==> src/ccfs_pkg.sv <==
// shared types, codes and reset constants of the capacitor charge and fire sequencer
`timescale 1ns / 1ps

package ccfs_pkg;

   // register file geometry
   localparam int CsrAddrWidth = 5;
   localparam int CsrDataWidth = 32;
   localparam int CsrIndexWidth = 3;

   // register indexes
   typedef enum logic [CsrIndexWidth-1:0] {
      REG_CHARGED_COUNT_LIMIT  = 3'd0,
      REG_CHARGE_TIMEOUT_LIMIT = 3'd1,
      REG_FIRE_PULSE_LIMIT     = 3'd2,
      REG_RECOVERY_LIMIT       = 3'd3,
      REG_CHARGE_DUTY          = 3'd4
   } reg_index_type;

   // register reset values
   localparam logic [7:0]  ChargedCountLimitReset  = 8'd3;
   localparam logic [15:0] ChargeTimeoutLimitReset = 16'd150;
   localparam logic [15:0] FirePulseLimitReset     = 16'd50;
   localparam logic [15:0] RecoveryLimitReset      = 16'd500;
   localparam logic [8:0]  ChargeDutyReset         = 9'd80;

   // command words with a meaning
   localparam logic [15:0] CmdOff = 16'd0;
   localparam logic [15:0] CmdOn  = 16'd1;

   // sequencer phases; codes six and seven are unused
   typedef enum logic [2:0] {
      PH_WAIT      = 3'd0,
      PH_CHARGE    = 3'd1,
      PH_CHARGED   = 3'd2,
      PH_FIRE      = 3'd3,
      PH_DISCHARGE = 3'd4,
      PH_RECOVERY  = 3'd5
   } phase_type;

   // configuration seen by the sequencer
   typedef struct packed {
      logic [7:0]  charged_count_limit;
      logic [15:0] charge_timeout_limit;
      logic [15:0] fire_pulse_limit;
      logic [15:0] recovery_limit;
      logic [8:0]  charge_duty;
   } cfg_type;

   // one control tick
   typedef struct packed {
      logic        undervoltage;
      logic [15:0] fire_cmd;
      logic [15:0] charge_cmd;
   } item_type;

   // one result, first field in the highest bits
   typedef struct packed {
      logic [8:0] duty_out;
      logic       gate_on;
      logic       discharge_on;
      logic       timeout_flag;
      logic [2:0] reported_phase;
   } result_type;

   localparam int ReqDataWidth = 40;
   localparam int RspDataWidth = 16;

endpackage

==> src/ccfs_csr.sv <==
// apb-style configuration registers of the sequencer
`timescale 1ns / 1ps

module ccfs_csr (
   input  logic                                 clock,
   input  logic                                 reset,
   input  logic                                 csr_psel,
   input  logic                                 csr_penable,
   input  logic                                 csr_pwrite,
   input  logic [ccfs_pkg::CsrAddrWidth-1:0]    csr_paddr,
   input  logic [ccfs_pkg::CsrDataWidth-1:0]    csr_pwdata,
   output logic [ccfs_pkg::CsrDataWidth-1:0]    csr_prdata,
   output logic                                 csr_pready,
   output ccfs_pkg::cfg_type                    cfg
);

   ccfs_pkg::cfg_type cfg_ff, cfg_in;
   logic [ccfs_pkg::CsrIndexWidth-1:0] index;
   logic write_en;

   assign index = csr_paddr[ccfs_pkg::CsrAddrWidth-1:2];
   assign write_en = csr_psel & csr_penable & csr_pwrite;
   assign csr_pready = 1'b1;
   assign cfg = cfg_ff;

   // register write decode; unknown indexes are ignored
   always_comb begin
      cfg_in = cfg_ff;
      if (write_en) begin
         unique case (index)
            ccfs_pkg::REG_CHARGED_COUNT_LIMIT:
               cfg_in.charged_count_limit = csr_pwdata[7:0];
            ccfs_pkg::REG_CHARGE_TIMEOUT_LIMIT:
               cfg_in.charge_timeout_limit = csr_pwdata[15:0];
            ccfs_pkg::REG_FIRE_PULSE_LIMIT:
               cfg_in.fire_pulse_limit = csr_pwdata[15:0];
            ccfs_pkg::REG_RECOVERY_LIMIT:
               cfg_in.recovery_limit = csr_pwdata[15:0];
            ccfs_pkg::REG_CHARGE_DUTY:
               cfg_in.charge_duty = csr_pwdata[8:0];
            default: ;
         endcase
      end
   end

   always_ff @(posedge clock) begin
      if (reset) begin
         cfg_ff.charged_count_limit  <= ccfs_pkg::ChargedCountLimitReset;
         cfg_ff.charge_timeout_limit <= ccfs_pkg::ChargeTimeoutLimitReset;
         cfg_ff.fire_pulse_limit     <= ccfs_pkg::FirePulseLimitReset;
         cfg_ff.recovery_limit       <= ccfs_pkg::RecoveryLimitReset;
         cfg_ff.charge_duty          <= ccfs_pkg::ChargeDutyReset;
      end else begin
         cfg_ff <= cfg_in;
      end
   end

   // register readback
   always_comb begin
      csr_prdata = '0;
      unique case (index)
         ccfs_pkg::REG_CHARGED_COUNT_LIMIT:
            csr_prdata = {24'd0, cfg_ff.charged_count_limit};
         ccfs_pkg::REG_CHARGE_TIMEOUT_LIMIT:
            csr_prdata = {16'd0, cfg_ff.charge_timeout_limit};
         ccfs_pkg::REG_FIRE_PULSE_LIMIT:
            csr_prdata = {16'd0, cfg_ff.fire_pulse_limit};
         ccfs_pkg::REG_RECOVERY_LIMIT:
            csr_prdata = {16'd0, cfg_ff.recovery_limit};
         ccfs_pkg::REG_CHARGE_DUTY:
            csr_prdata = {23'd0, cfg_ff.charge_duty};
         default: csr_prdata = '0;
      endcase
   end

endmodule

==> src/ccfs_core.sv <==
// six-phase sequencer state and its next-state logic, one tick per step
`timescale 1ns / 1ps

module ccfs_core (
   input  logic                 clock,
   input  logic                 reset,
   input  logic                 step,
   input  ccfs_pkg::item_type   item,
   input  ccfs_pkg::cfg_type    cfg,
   output ccfs_pkg::result_type result
);

   ccfs_pkg::phase_type phase_ff, phase_in, eff_phase;
   logic [15:0] charge_ticks_ff, charge_ticks_in;
   logic [7:0]  good_ticks_ff, good_ticks_in;
   logic [15:0] pulse_ticks_ff, pulse_ticks_in;
   logic [15:0] recovery_ticks_ff, recovery_ticks_in;
   logic        timeout_ff, timeout_in;
   logic        discharge_ff, discharge_in;
   logic        gate_ff, gate_in;
   logic [8:0]  duty_ff, duty_in;
   logic        stop_cmd;
   logic        forced;

   assign stop_cmd = (item.charge_cmd == ccfs_pkg::CmdOff);
   assign forced = stop_cmd && (phase_ff == ccfs_pkg::PH_CHARGE ||
                                phase_ff == ccfs_pkg::PH_CHARGED ||
                                phase_ff == ccfs_pkg::PH_FIRE);
   assign eff_phase = forced ? ccfs_pkg::PH_DISCHARGE : phase_ff;

   // phase action for one tick
   always_comb begin
      phase_in          = eff_phase;
      charge_ticks_in   = charge_ticks_ff;
      good_ticks_in     = good_ticks_ff;
      pulse_ticks_in    = pulse_ticks_ff;
      recovery_ticks_in = recovery_ticks_ff;
      timeout_in        = timeout_ff;
      discharge_in      = discharge_ff;
      gate_in           = gate_ff;
      duty_in           = duty_ff;
      unique case (eff_phase)
         ccfs_pkg::PH_WAIT: begin
            charge_ticks_in   = '0;
            good_ticks_in     = '0;
            pulse_ticks_in    = '0;
            recovery_ticks_in = '0;
            discharge_in      = 1'b1;
            if (item.charge_cmd == ccfs_pkg::CmdOn && item.fire_cmd == ccfs_pkg::CmdOff) begin
               phase_in = ccfs_pkg::PH_CHARGE;
            end
         end
         ccfs_pkg::PH_CHARGE: begin
            discharge_in    = 1'b0;
            timeout_in      = 1'b0;
            duty_in         = item.undervoltage ? cfg.charge_duty : 9'd0;
            charge_ticks_in = charge_ticks_ff + 16'd1;
            good_ticks_in   = item.undervoltage ? good_ticks_ff : good_ticks_ff + 8'd1;
            // timeout wins over charged when both happen on one tick
            if (good_ticks_in > cfg.charged_count_limit) begin
               good_ticks_in = '0;
               phase_in      = ccfs_pkg::PH_CHARGED;
            end
            if (charge_ticks_in > cfg.charge_timeout_limit) begin
               timeout_in = 1'b1;
               phase_in   = ccfs_pkg::PH_DISCHARGE;
            end
         end
         ccfs_pkg::PH_CHARGED: begin
            duty_in = item.undervoltage ? cfg.charge_duty : 9'd0;
            if (item.fire_cmd == ccfs_pkg::CmdOn) begin
               phase_in = ccfs_pkg::PH_FIRE;
            end
         end
         ccfs_pkg::PH_FIRE: begin
            gate_in        = 1'b1;
            pulse_ticks_in = pulse_ticks_ff + 16'd1;
            if (pulse_ticks_in > cfg.fire_pulse_limit) begin
               pulse_ticks_in = '0;
               gate_in        = 1'b0;
               phase_in       = ccfs_pkg::PH_DISCHARGE;
            end
         end
         ccfs_pkg::PH_DISCHARGE: begin
            duty_in      = '0;
            discharge_in = 1'b1;
            phase_in     = ccfs_pkg::PH_RECOVERY;
         end
         ccfs_pkg::PH_RECOVERY: begin
            duty_in           = '0;
            discharge_in      = 1'b1;
            recovery_ticks_in = recovery_ticks_ff + 16'd1;
            if (recovery_ticks_in > cfg.recovery_limit) begin
               recovery_ticks_in = '0;
               phase_in          = ccfs_pkg::PH_WAIT;
            end
         end
         // unused codes fall into discharge
         default: phase_in = ccfs_pkg::PH_DISCHARGE;
      endcase
   end

   // result of this tick
   always_comb begin
      result.reported_phase = phase_ff;
      result.timeout_flag   = timeout_in;
      result.discharge_on   = discharge_in;
      result.gate_on        = gate_in;
      result.duty_out       = duty_in;
   end

   // sequencer state
   always_ff @(posedge clock) begin
      if (reset) begin
         phase_ff          <= ccfs_pkg::PH_WAIT;
         charge_ticks_ff   <= '0;
         good_ticks_ff     <= '0;
         pulse_ticks_ff    <= '0;
         recovery_ticks_ff <= '0;
         timeout_ff        <= 1'b0;
         discharge_ff      <= 1'b1;
         gate_ff           <= 1'b0;
         duty_ff           <= '0;
      end else if (step) begin
         phase_ff          <= phase_in;
         charge_ticks_ff   <= charge_ticks_in;
         good_ticks_ff     <= good_ticks_in;
         pulse_ticks_ff    <= pulse_ticks_in;
         recovery_ticks_ff <= recovery_ticks_in;
         timeout_ff        <= timeout_in;
         discharge_ff      <= discharge_in;
         gate_ff           <= gate_in;
         duty_ff           <= duty_in;
      end
   end

endmodule

==> src/capacitor_charge_fire_sequencer_unit.sv <==
// top level of the capacitor charge and fire sequencer: stream ports, input and result registers
`timescale 1ns / 1ps

// Each req beat is one control tick (charge command, fire command, undervoltage pin) and yields
// exactly one rsp beat with the phase before the tick and the switch, gate and duty levels after
// it. The block takes one beat per clock cycle when the result side keeps up; a beat is captured
// in the input register and is then stepped through the sequencer into the result register.
// The result register holds a waiting beat while the input register takes the next one. The
// user must write registers through the csr port only while no beat is in flight; the block
// itself does not enforce this. pready is always high.

module capacitor_charge_fire_sequencer_unit (
   input  logic                                  clock,
   input  logic                                  reset,
   // tdata: charge_cmd[15:0], fire_cmd[31:16], undervoltage[32], zero[39:33]
   input  logic [ccfs_pkg::ReqDataWidth-1:0]     req_tdata,
   input  logic                                  req_tvalid,
   output logic                                  req_tready,
   // tdata: reported_phase[2:0], timeout_flag[3], discharge_on[4], gate_on[5],
   //        duty_out[14:6], zero[15]
   output logic [ccfs_pkg::RspDataWidth-1:0]     rsp_tdata,
   output logic                                  rsp_tvalid,
   input  logic                                  rsp_tready,
   input  logic                                  csr_psel,
   input  logic                                  csr_penable,
   input  logic                                  csr_pwrite,
   input  logic [ccfs_pkg::CsrAddrWidth-1:0]     csr_paddr,
   input  logic [ccfs_pkg::CsrDataWidth-1:0]     csr_pwdata,
   output logic [ccfs_pkg::CsrDataWidth-1:0]     csr_prdata,
   output logic                                  csr_pready
);

   ccfs_pkg::cfg_type    cfg;
   ccfs_pkg::item_type   item_ff;
   ccfs_pkg::result_type result;
   ccfs_pkg::result_type result_ff;
   logic                 in_valid_ff, in_valid_in;
   logic                 out_valid_ff, out_valid_in;
   logic                 advance;
   logic                 req_beat;

   ccfs_csr u_csr (
      .clock       (clock),
      .reset       (reset),
      .csr_psel    (csr_psel),
      .csr_penable (csr_penable),
      .csr_pwrite  (csr_pwrite),
      .csr_paddr   (csr_paddr),
      .csr_pwdata  (csr_pwdata),
      .csr_prdata  (csr_prdata),
      .csr_pready  (csr_pready),
      .cfg         (cfg)
   );

   // handshake: step when the result register is free or being drained
   assign advance      = in_valid_ff && (!out_valid_ff || rsp_tready);
   assign req_tready   = !in_valid_ff || advance;
   assign req_beat     = req_tvalid && req_tready;
   assign in_valid_in  = req_beat || (in_valid_ff && !advance);
   assign out_valid_in = advance || (out_valid_ff && !rsp_tready);

   always_ff @(posedge clock) begin
      if (reset) begin
         in_valid_ff  <= 1'b0;
         out_valid_ff <= 1'b0;
      end else begin
         in_valid_ff  <= in_valid_in;
         out_valid_ff <= out_valid_in;
      end
   end

   // input register
   always_ff @(posedge clock) begin
      if (req_beat) begin
         item_ff <= req_tdata[$bits(ccfs_pkg::item_type)-1:0];
      end
   end

   ccfs_core u_core (
      .clock  (clock),
      .reset  (reset),
      .step   (advance),
      .item   (item_ff),
      .cfg    (cfg),
      .result (result)
   );

   // result register
   always_ff @(posedge clock) begin
      if (advance) begin
         result_ff <= result;
      end
   end

   assign rsp_tvalid = out_valid_ff;
   assign rsp_tdata  = {{(ccfs_pkg::RspDataWidth - $bits(ccfs_pkg::result_type)){1'b0}},
                        result_ff};

endmodule
==> config.mk <==
export PLATFORM = sky130hd
export DESIGN_NAME = capacitor_charge_fire_sequencer_unit
export DESIGN_NICKNAME = d
export VERILOG_FILES = /design/src/ccfs_pkg.sv /design/src/ccfs_csr.sv /design/src/ccfs_core.sv /design/src/capacitor_charge_fire_sequencer_unit.sv
export SDC_FILE = /design/constraint.sdc
export NUM_CORES = 1
export LEC_CHECK = 0
export BUFFER_PORTS_ARGS = -buffer_cell sky130_fd_sc_hd__buf_4
export CAP_MARGIN = 0
export CORE_MARGIN = 3
export CORE_UTILIZATION = 63
export CTS_CLUSTER_DIAMETER = 60
export DETAILED_ROUTE_END_ITERATION = 10
export HOLD_SLACK_MARGIN = 0.15
export PLACE_DENSITY = 0.88
export SYNTH_ARGS = -nofsm -noshare
export SYNTH_HDL_FRONTEND = slang
export SYNTH_SLANG_ARGS = --single-unit
==> constraint.sdc <==
create_clock -name clock -period 9.11 [get_ports clock]
set_clock_uncertainty 0.2 [all_clocks]
set_input_delay 0.4555 -clock clock [delete_from_list [all_inputs] [get_ports clock]]
set_output_delay 0.4555 -clock clock [all_outputs]
set_load 0.02 [all_outputs]
==> flow_metrics.env, run 1 <==
export IMPL_outcome="complete, no violations"
export IMPL_cp_top_family="simple AND/OR/NAND/NOR gates"
export IMPL_crit_buf_inv=0
export IMPL_grt_overflow_total=0
export IMPL_worstHoldPathType="flip-flop to flip-flop"
export IMPL_setup_worst_path_start_class="flip-flop"
export IMPL_fill_cells=952
export IMPL_seq_area_frac_synth=0.431
export IMPL_wl_per_cell_um=19.0
export IMPL_power_density_nw_per_um2=156
export IMPL_multi_input_comb_area_um2=5050
export IMPL_cp_max_fo=8
export IMPL_grt_use_met2=0.515
export IMPL_avgSynthCellArea_um2=8.67
export IMPL_viasPerCell=6.27
export IMPL_setup_viol=0
export IMPL_port_buffers=91
export IMPL_dpl_worst_slack_ns=4.78
export IMPL_slew_headroom=0.243
export IMPL_syn_inst=1125
export IMPL_grt_busiest_layer="met2"
export IMPL_cts_root_buf="clkbuf_16"
export IMPL_initial_utilization=0.658
export IMPL_post_cts_resized=0
export IMPL_synth_cell_types=62
export IMPL_ios=135
export IMPL_dpl_hpwl_um=17300
export IMPL_clk_path_buf_depth=2
export IMPL_die_y_um=130
export IMPL_p_seq_frac=0.486
export IMPL_vias=9016
export IMPL_worst_slack_ns=4.74
export IMPL_core_um2=14800
export IMPL_grtUsageMet1=0.411
export IMPL_ant_nets=0
export IMPL_post_route_period_util=0.480
export IMPL_synth_ff_type="dfxtp_1"
export IMPL_die_w_um=130
export IMPL_tightest_slew_ns=1.12
export IMPL_cts_sinks=186
export IMPL_drtIter0Drc=1125
export IMPL_area_growth_pct=18.6
export IMPL_routed_wl_um=27400
export IMPL_remaining_drc_errors=0
export IMPL_num_rows=44
export IMPL_layout_area_seq_um2=4200
export IMPL_intPower_uw=1370
export IMPL_maxSlewViolCount=0
export IMPL_synth_edff_count=48
export IMPL_drtPass1Iterations=7
export IMPL_finalHoldViolCount=0
export IMPL_fmax_mhz=229
export IMPL_final_setup_tns_ns=0
export IMPL_drv_cap=0
export IMPL_grt_first_pass_wirelength_um=42700
export IMPL_syn_cell_area_um2=9750
export IMPL_min_period_ns=4.37
export IMPL_antenna_found_initial=1
export IMPL_pwr_share_comb=0.081
export IMPL_crit_path_max_incr_delay_ns=0.63
export IMPL_yosys_warnings=0
export IMPL_cp_required_ns=9.28
export IMPL_nNetsFinal=1385
export IMPL_path_cells="ha_1 -> nand3_1 -> nor2_1 -> and4_1 -> nand3_1 -> xnor2_1 -> ha_1 -> nand4_2 -> nor3_1 -> a21boi_0 -> or4b_4 -> a21oi_1 -> a22oi_1 -> nor2_1"
export IMPL_grt_total_usage=0.323
export IMPL_grt_pass1_vias=8377
export IMPL_ys_async_sr_fraction=0
export IMPL_htreeDepth=4
export IMPL_vdd_drop_max_uv=151
export IMPL_path_class="flip-flop to flip-flop"
export IMPL_power_frac_clock=0.433
export IMPL_p_switching_uw=434
export IMPL_post_route_cells_drive_above_1_share=0.116
export IMPL_p_leak_uw=0.00485
export IMPL_clock_latency_ns=0.44
export IMPL_final_common_cell="nand2_1"
export IMPL_numCtsBuffers=17
export IMPL_layout_common_cells="nand2_1, dfxtp_1, nor2_1"
export IMPL_worst_setup_path_end_kind="flip-flop"
export IMPL_swShare=0.240
export IMPL_rsz0062_at_grt="no"
export IMPL_cts_clk_slew_worst_paths_ns=0.07
export IMPL_crit_path_top_delay_cell="a21oi_1"
export IMPL_grt_util_met3=0.0646
export IMPL_ys_ff_latch=186
export IMPL_cp_arrival_ns=4.55
export IMPL_cts_tree="done"
export IMPL_grt_max_degree=71
export IMPL_finalWeightedCongestion=0.907
export IMPL_fp_dieArea_um2=17000
## stage by stage
step,instances,cell area [µm²],utilization,total power [µW],hold slack [ns]
floorplan,1141,9810,-,970,0.236
global placement,1355,10400,0.705,1010,0.242
detailed placement,1355,10400,0.705,1020,0.248
CTS,1438,11600,0.781,1780,0.260
global route,1439,11600,0.781,1850,0.284
finish,1439,11600,0.781,1810,0.261
## Yosys cell counts (5+ instances only)
cell      number  area share
nand2_1      170       0.065
dfxtp_1      138        0.28
nor2_1        98       0.038
a21oi_1       93       0.048
ha_1          60       0.077
inv_1         59       0.023
edfxtp_1      48        0.15
a22oi_1       47       0.036
clkbuf_1      41       0.016
nand3_1       39       0.020
o21ai_0       34       0.017
xnor2_1       27       0.024
nor2b_1       22       0.014
and3_1        19       0.012
buf_4         18       0.014
xor2_1        17       0.015
nand4_1       15      0.0096
nand3b_1      14       0.011
a22o_1        13       0.012
mux2i_1       12       0.012
a21o_1        10      0.0077
nor4_1        10      0.0064
or2_2         10      0.0064
a211o_1        9      0.0081
and2_1         9      0.0058
o21a_1         9      0.0069
o22ai_1        9      0.0058
nor3_1         8      0.0041
nand2b_1       5      0.0032
## cells by family (layout without fill, tap and decap cells)
kind of cell / count (synthesis) / in the layout / share of synthesized area
and+or+nand+nor: 439 / 439 / 0.214
AOI/OAI and AO/OA: 253 / 253 / 0.166
DFF: 186 / 186 / 0.431
buffers and inverters: 127 / 240 / 0.0571
adders and majority gates: 60 / 60 / 0.0770
xor gates and xnor gates: 44 / 44 / 0.0395
muxes: 14 / 14 / 0.0146
other: 2 / 19 / 0.000770
## flip-flops by register name, summed over array words and instances, names as in the netlist, 3 cells and up
signal,flops
u_core.pulse_ticks_ff,16
u_core.recovery_ticks_ff,16
u_core.charge_ticks_ff,16
u_core.duty_ff,9
u_csr.cfg,65
u_core.good_ticks_ff,8
rsp_tdata,15
u_core.phase_ff,3
item_ff,33
## routing by layer
layer,vias to the layer above,part of all wire
li1,4160,-
met1,4204,0.38
met2,528,0.46
met3,124,0.091
met4,0,0.062
met5,-,0
## area by class of cell
cell class / count / area share
multi-input cells: 828 / 0.437
flip-flops and latches: 186 / 0.364
repair buffers: 148 / 0.107
clock buffers: 23 / 0.0435
well taps: 184 / 0.0199
inverters: 60 / 0.0195
clock inverters: 9 / 0.00920
diodes: 1 / 0.000216
## power groups by stage
stage	clock network (µW)	registers, µW	logic [µW]
2_1_floorplan	0	896	74.3
3_3_place_gp	0	894	119
3_5_place_dp	0	895	122
4_1_cts	763	876	140
5_1_grt	814	879	155
6_report	783	878	146
## what timing repair did
action / CTS / global route
endpoints found under the hold margin: 95 / 0
buffers inserted: 0 / 0
hold buffers: 51 / 0
## path summary, 6_finish.rpt
| path | start | end | slack (ns) | cells after the start |
|---|---|---|---|---|
| max | u_core.pulse_ticks_ff[0] | u_core.pulse_ticks_ff[8] | 4.74 | 14 |
| min | u_csr.cfg[38] | u_csr.cfg[38] | 0.26 | 2 |
| max reg2reg | u_core.pulse_ticks_ff[0] | u_core.pulse_ticks_ff[8] | 4.74 | 14 |
| min reg2reg | u_csr.cfg[38] | u_csr.cfg[38] | 0.26 | 2 |
## tightest hold or removal path, stage by stage (launching register included)
cell	delay [ns]
dfxtp_1	0.31
nand2_1	0.05
a21oi_1	0.05
(Power assumes the default switching activity.)
==> run 2: changes to the inputs <==
- CORE_UTILIZATION: 63 -> 58
- PLACE_DENSITY: 0.88 -> 0.82
- clock period: 9.11 -> 4.2 ns (I/O delays scaled with it)
==> run 2 against run 1 <==
Net effect: core utilization fell by 6.1 points; critical path depth rose by 1; via count fell by 2.5%; cell count rose by 2.6%; clock power rose by 100%; largest cell class unchanged; worst setup slack got worse by 4.4 ns; count of clock-buffer cells in the layout fell by 3; worst hold slack got worse by 0.078 ns; flip-flop and latch count did not move; sequential share of layout area fell by 0.22 points; global-route usage fell by 3.5 points; highest routed layer unchanged; maximum frequency rose by 12%; largest power group unchanged.
==> flow_metrics.env, run 2 (synthesized netlist as in run 1, its figures left out) <==
export IMPL_ant_nets=0
export IMPL_rsz0062_at_grt="no"
export IMPL_finalWeightedCongestion=0.878
export IMPL_area_growth_pct=19.3
export IMPL_layout_common_cells="nand2_1, dfxtp_1, buf_4"
export IMPL_grt_max_degree=53
export IMPL_min_period_ns=3.90
export IMPL_path_class="flip-flop to flip-flop"
export IMPL_cts_sinks=186
export IMPL_remaining_drc_errors=0
export IMPL_setup_worst_path_start_class="flip-flop"
export IMPL_largest_register_ffs=65
export IMPL_r2r_end="u_core.pulse_ticks_ff[11]"
export IMPL_setup_viol=0
export IMPL_die_y_um=136
export IMPL_initial_utilization=0.603
export IMPL_cp_required_ns=4.37
export IMPL_placed_area_um2=10500
export IMPL_grt_pass1_vias=8474
export IMPL_min_delay_start="csr_penable"
export IMPL_cp_max_fo=15
export IMPL_vdd_drop_max_uv=299
export IMPL_tightest_slew_ns=1.17
export IMPL_postCtsSetupBuffers=0
export IMPL_min_to="u_csr.cfg[64]"
export IMPL_grt_total_usage=0.288
export IMPL_post_route_cells_drive_above_1_share=0.119
export IMPL_wl_per_cell_um=17.7
export IMPL_worstRegToRegCells=15
export IMPL_fp_dieArea_um2=18400
export IMPL_regToRegSetupSlack_ns=0.30
export IMPL_clk_path_buf_depth=2
export IMPL_worstHoldPathType="input pin to flip-flop"
export IMPL_nNetsFinal=1392
export IMPL_grt_first_pass_wirelength_um=42100
export IMPL_post_route_period_util=0.928
export IMPL_outcome="complete, no violations"
export IMPL_htreeDepth=4
export IMPL_num_rows=46
export IMPL_fill_cells=1166
export IMPL_final_common_cell="nand2_1"
export IMPL_viasPerCell=5.95
export IMPL_routed_wl_um=26200
export IMPL_cts_clk_slew_worst_paths_ns=0.06
export IMPL_hold_depth=6
export IMPL_ios=135
export IMPL_final_setup_tns_ns=0
export IMPL_numCtsBuffers=17
export IMPL_fin_area_um2=11600
export IMPL_cts_root_buf="clkbuf_16"
export IMPL_finalHoldViolCount=0
export IMPL_slew_headroom=0.218
export IMPL_fmax_mhz=257
export IMPL_r2r_start="u_core.pulse_ticks_ff[0]"
export IMPL_postLayoutCoreUtil=0.719
export IMPL_vias=8790
export IMPL_drtIter0Drc=903
export IMPL_cts_tree="done"
export IMPL_cp_arrival_ns=4.06
export IMPL_worst_setup_path_end_kind="flip-flop"
export IMPL_grt_overflow_total=0
export IMPL_dpl_worst_slack_ns=0.249
export IMPL_clock_latency_ns=0.44
export IMPL_worst_slack_ns=0.302
export IMPL_diodes=0
export IMPL_drv_cap=0
export IMPL_antenna_found_initial=0
export IMPL_hold_worst_slack_ns=0.184
export IMPL_maxSlewViolCount=0
export IMPL_power_density_nw_per_um2=326
export IMPL_core_um2=16200
export IMPL_p_leak_uw=0.00486
export IMPL_drtPass1Iterations=5
export IMPL_die_w_um=136
export IMPL_dpl_hpwl_um=17700
export IMPL_port_buffers=91
-- run 2: cell count changes in the layout (fill, tap and decap cells not counted), sizes merged --
| cell | change |
|---|---|
| buf | +5 |
| clkinv | +5 |
| clkbuf | -3 |
| dlygate4sd3 | +2 |
| clkinvlp | -1 |
| diode | -1 |
| inv | -1 |
-- run 2: timing repair --
| item | 4_1_cts | 5_1_grt |
|---|---|---|
| hold buffers | 53 | 0 |
| gates resized for setup | 0 | 4 |
| setup endpoints to repair | 0 | 15 |
| hold endpoints to repair | 125 | 0 |
-- run 2: routing by layer --
layer	vias up	share of wire	GRT usage
met5	-	0	0
met4	0	0.044	0.151
met3	87	0.074	0.0487
met2	379	0.48	0.472
met1	4159	0.40	0.365
li1	4165	-	-
-- run 2: cell type report --
type / count / area (µm²) / area share
clock buffers: 20 / 437 / 0.0375
clock inverters: 12 / 123 / 0.0105
inverters: 60 / 225 / 0.0194
multi-input cells: 828 / 5080 / 0.436
flip-flops and latches: 186 / 4200 / 0.361
well taps: 216 / 270 / 0.0232
repair buffers: 155 / 1300 / 0.111
-- run 2: metrics by stage --
stage | instances | total power, µW
floorplan | 1141 | 2100
global placement | 1392 | 2200
detailed placement | 1392 | 2210
CTS | 1477 | 3780
global route | 1477 | 3900
finish | 1477 | 3790
-- run 2: worst max-delay path by stage --
stage                                 from                      endpoint  slack [ns]  cells after the start
2_1_floorplan     u_core.pulse_ticks_ff[0]     u_core.pulse_ticks_ff[13]        0.54                     15
3_3_place_gp   u_core.recovery_ticks_ff[2]  u_core.recovery_ticks_ff[13]        0.32                     13
3_5_place_dp   u_core.recovery_ticks_ff[2]   u_core.recovery_ticks_ff[2]        0.25                     13
4_1_cts        u_core.recovery_ticks_ff[2]  u_core.recovery_ticks_ff[12]        0.14                     13
5_1_grt           u_core.pulse_ticks_ff[0]     u_core.pulse_ticks_ff[11]        0.04                     15
6_report          u_core.pulse_ticks_ff[0]     u_core.pulse_ticks_ff[11]        0.30                     15
-- run 2: power by group --
| group | total [µW] | internal, µW | switching [µW] |
|---|---|---|---|
| Clock | 1580 | 873 | 703 |
| Combinational | 316 | 130 | 186 |
| Sequential | 1900 | 1880 | 22.6 |
| Total | 3790 | 2880 | 911 |
-- run 2: critical path: stages, from the launching register on --
cell and delay, ns:
dfxtp_1 0.41, ha_1 0.22, nand3_1 0.16, nor2_1 0.19, and4_1 0.29, nand3_1 0.15
xnor2_2 0.17, ha_1 0.32, a21oi_1 0.16, nand2_1 0.06, a21oi_1 0.19, or4b_4 0.56
a211oi_4 0.26, buf_4 0.23, a21oi_1 0.09, mux2i_1 0.16
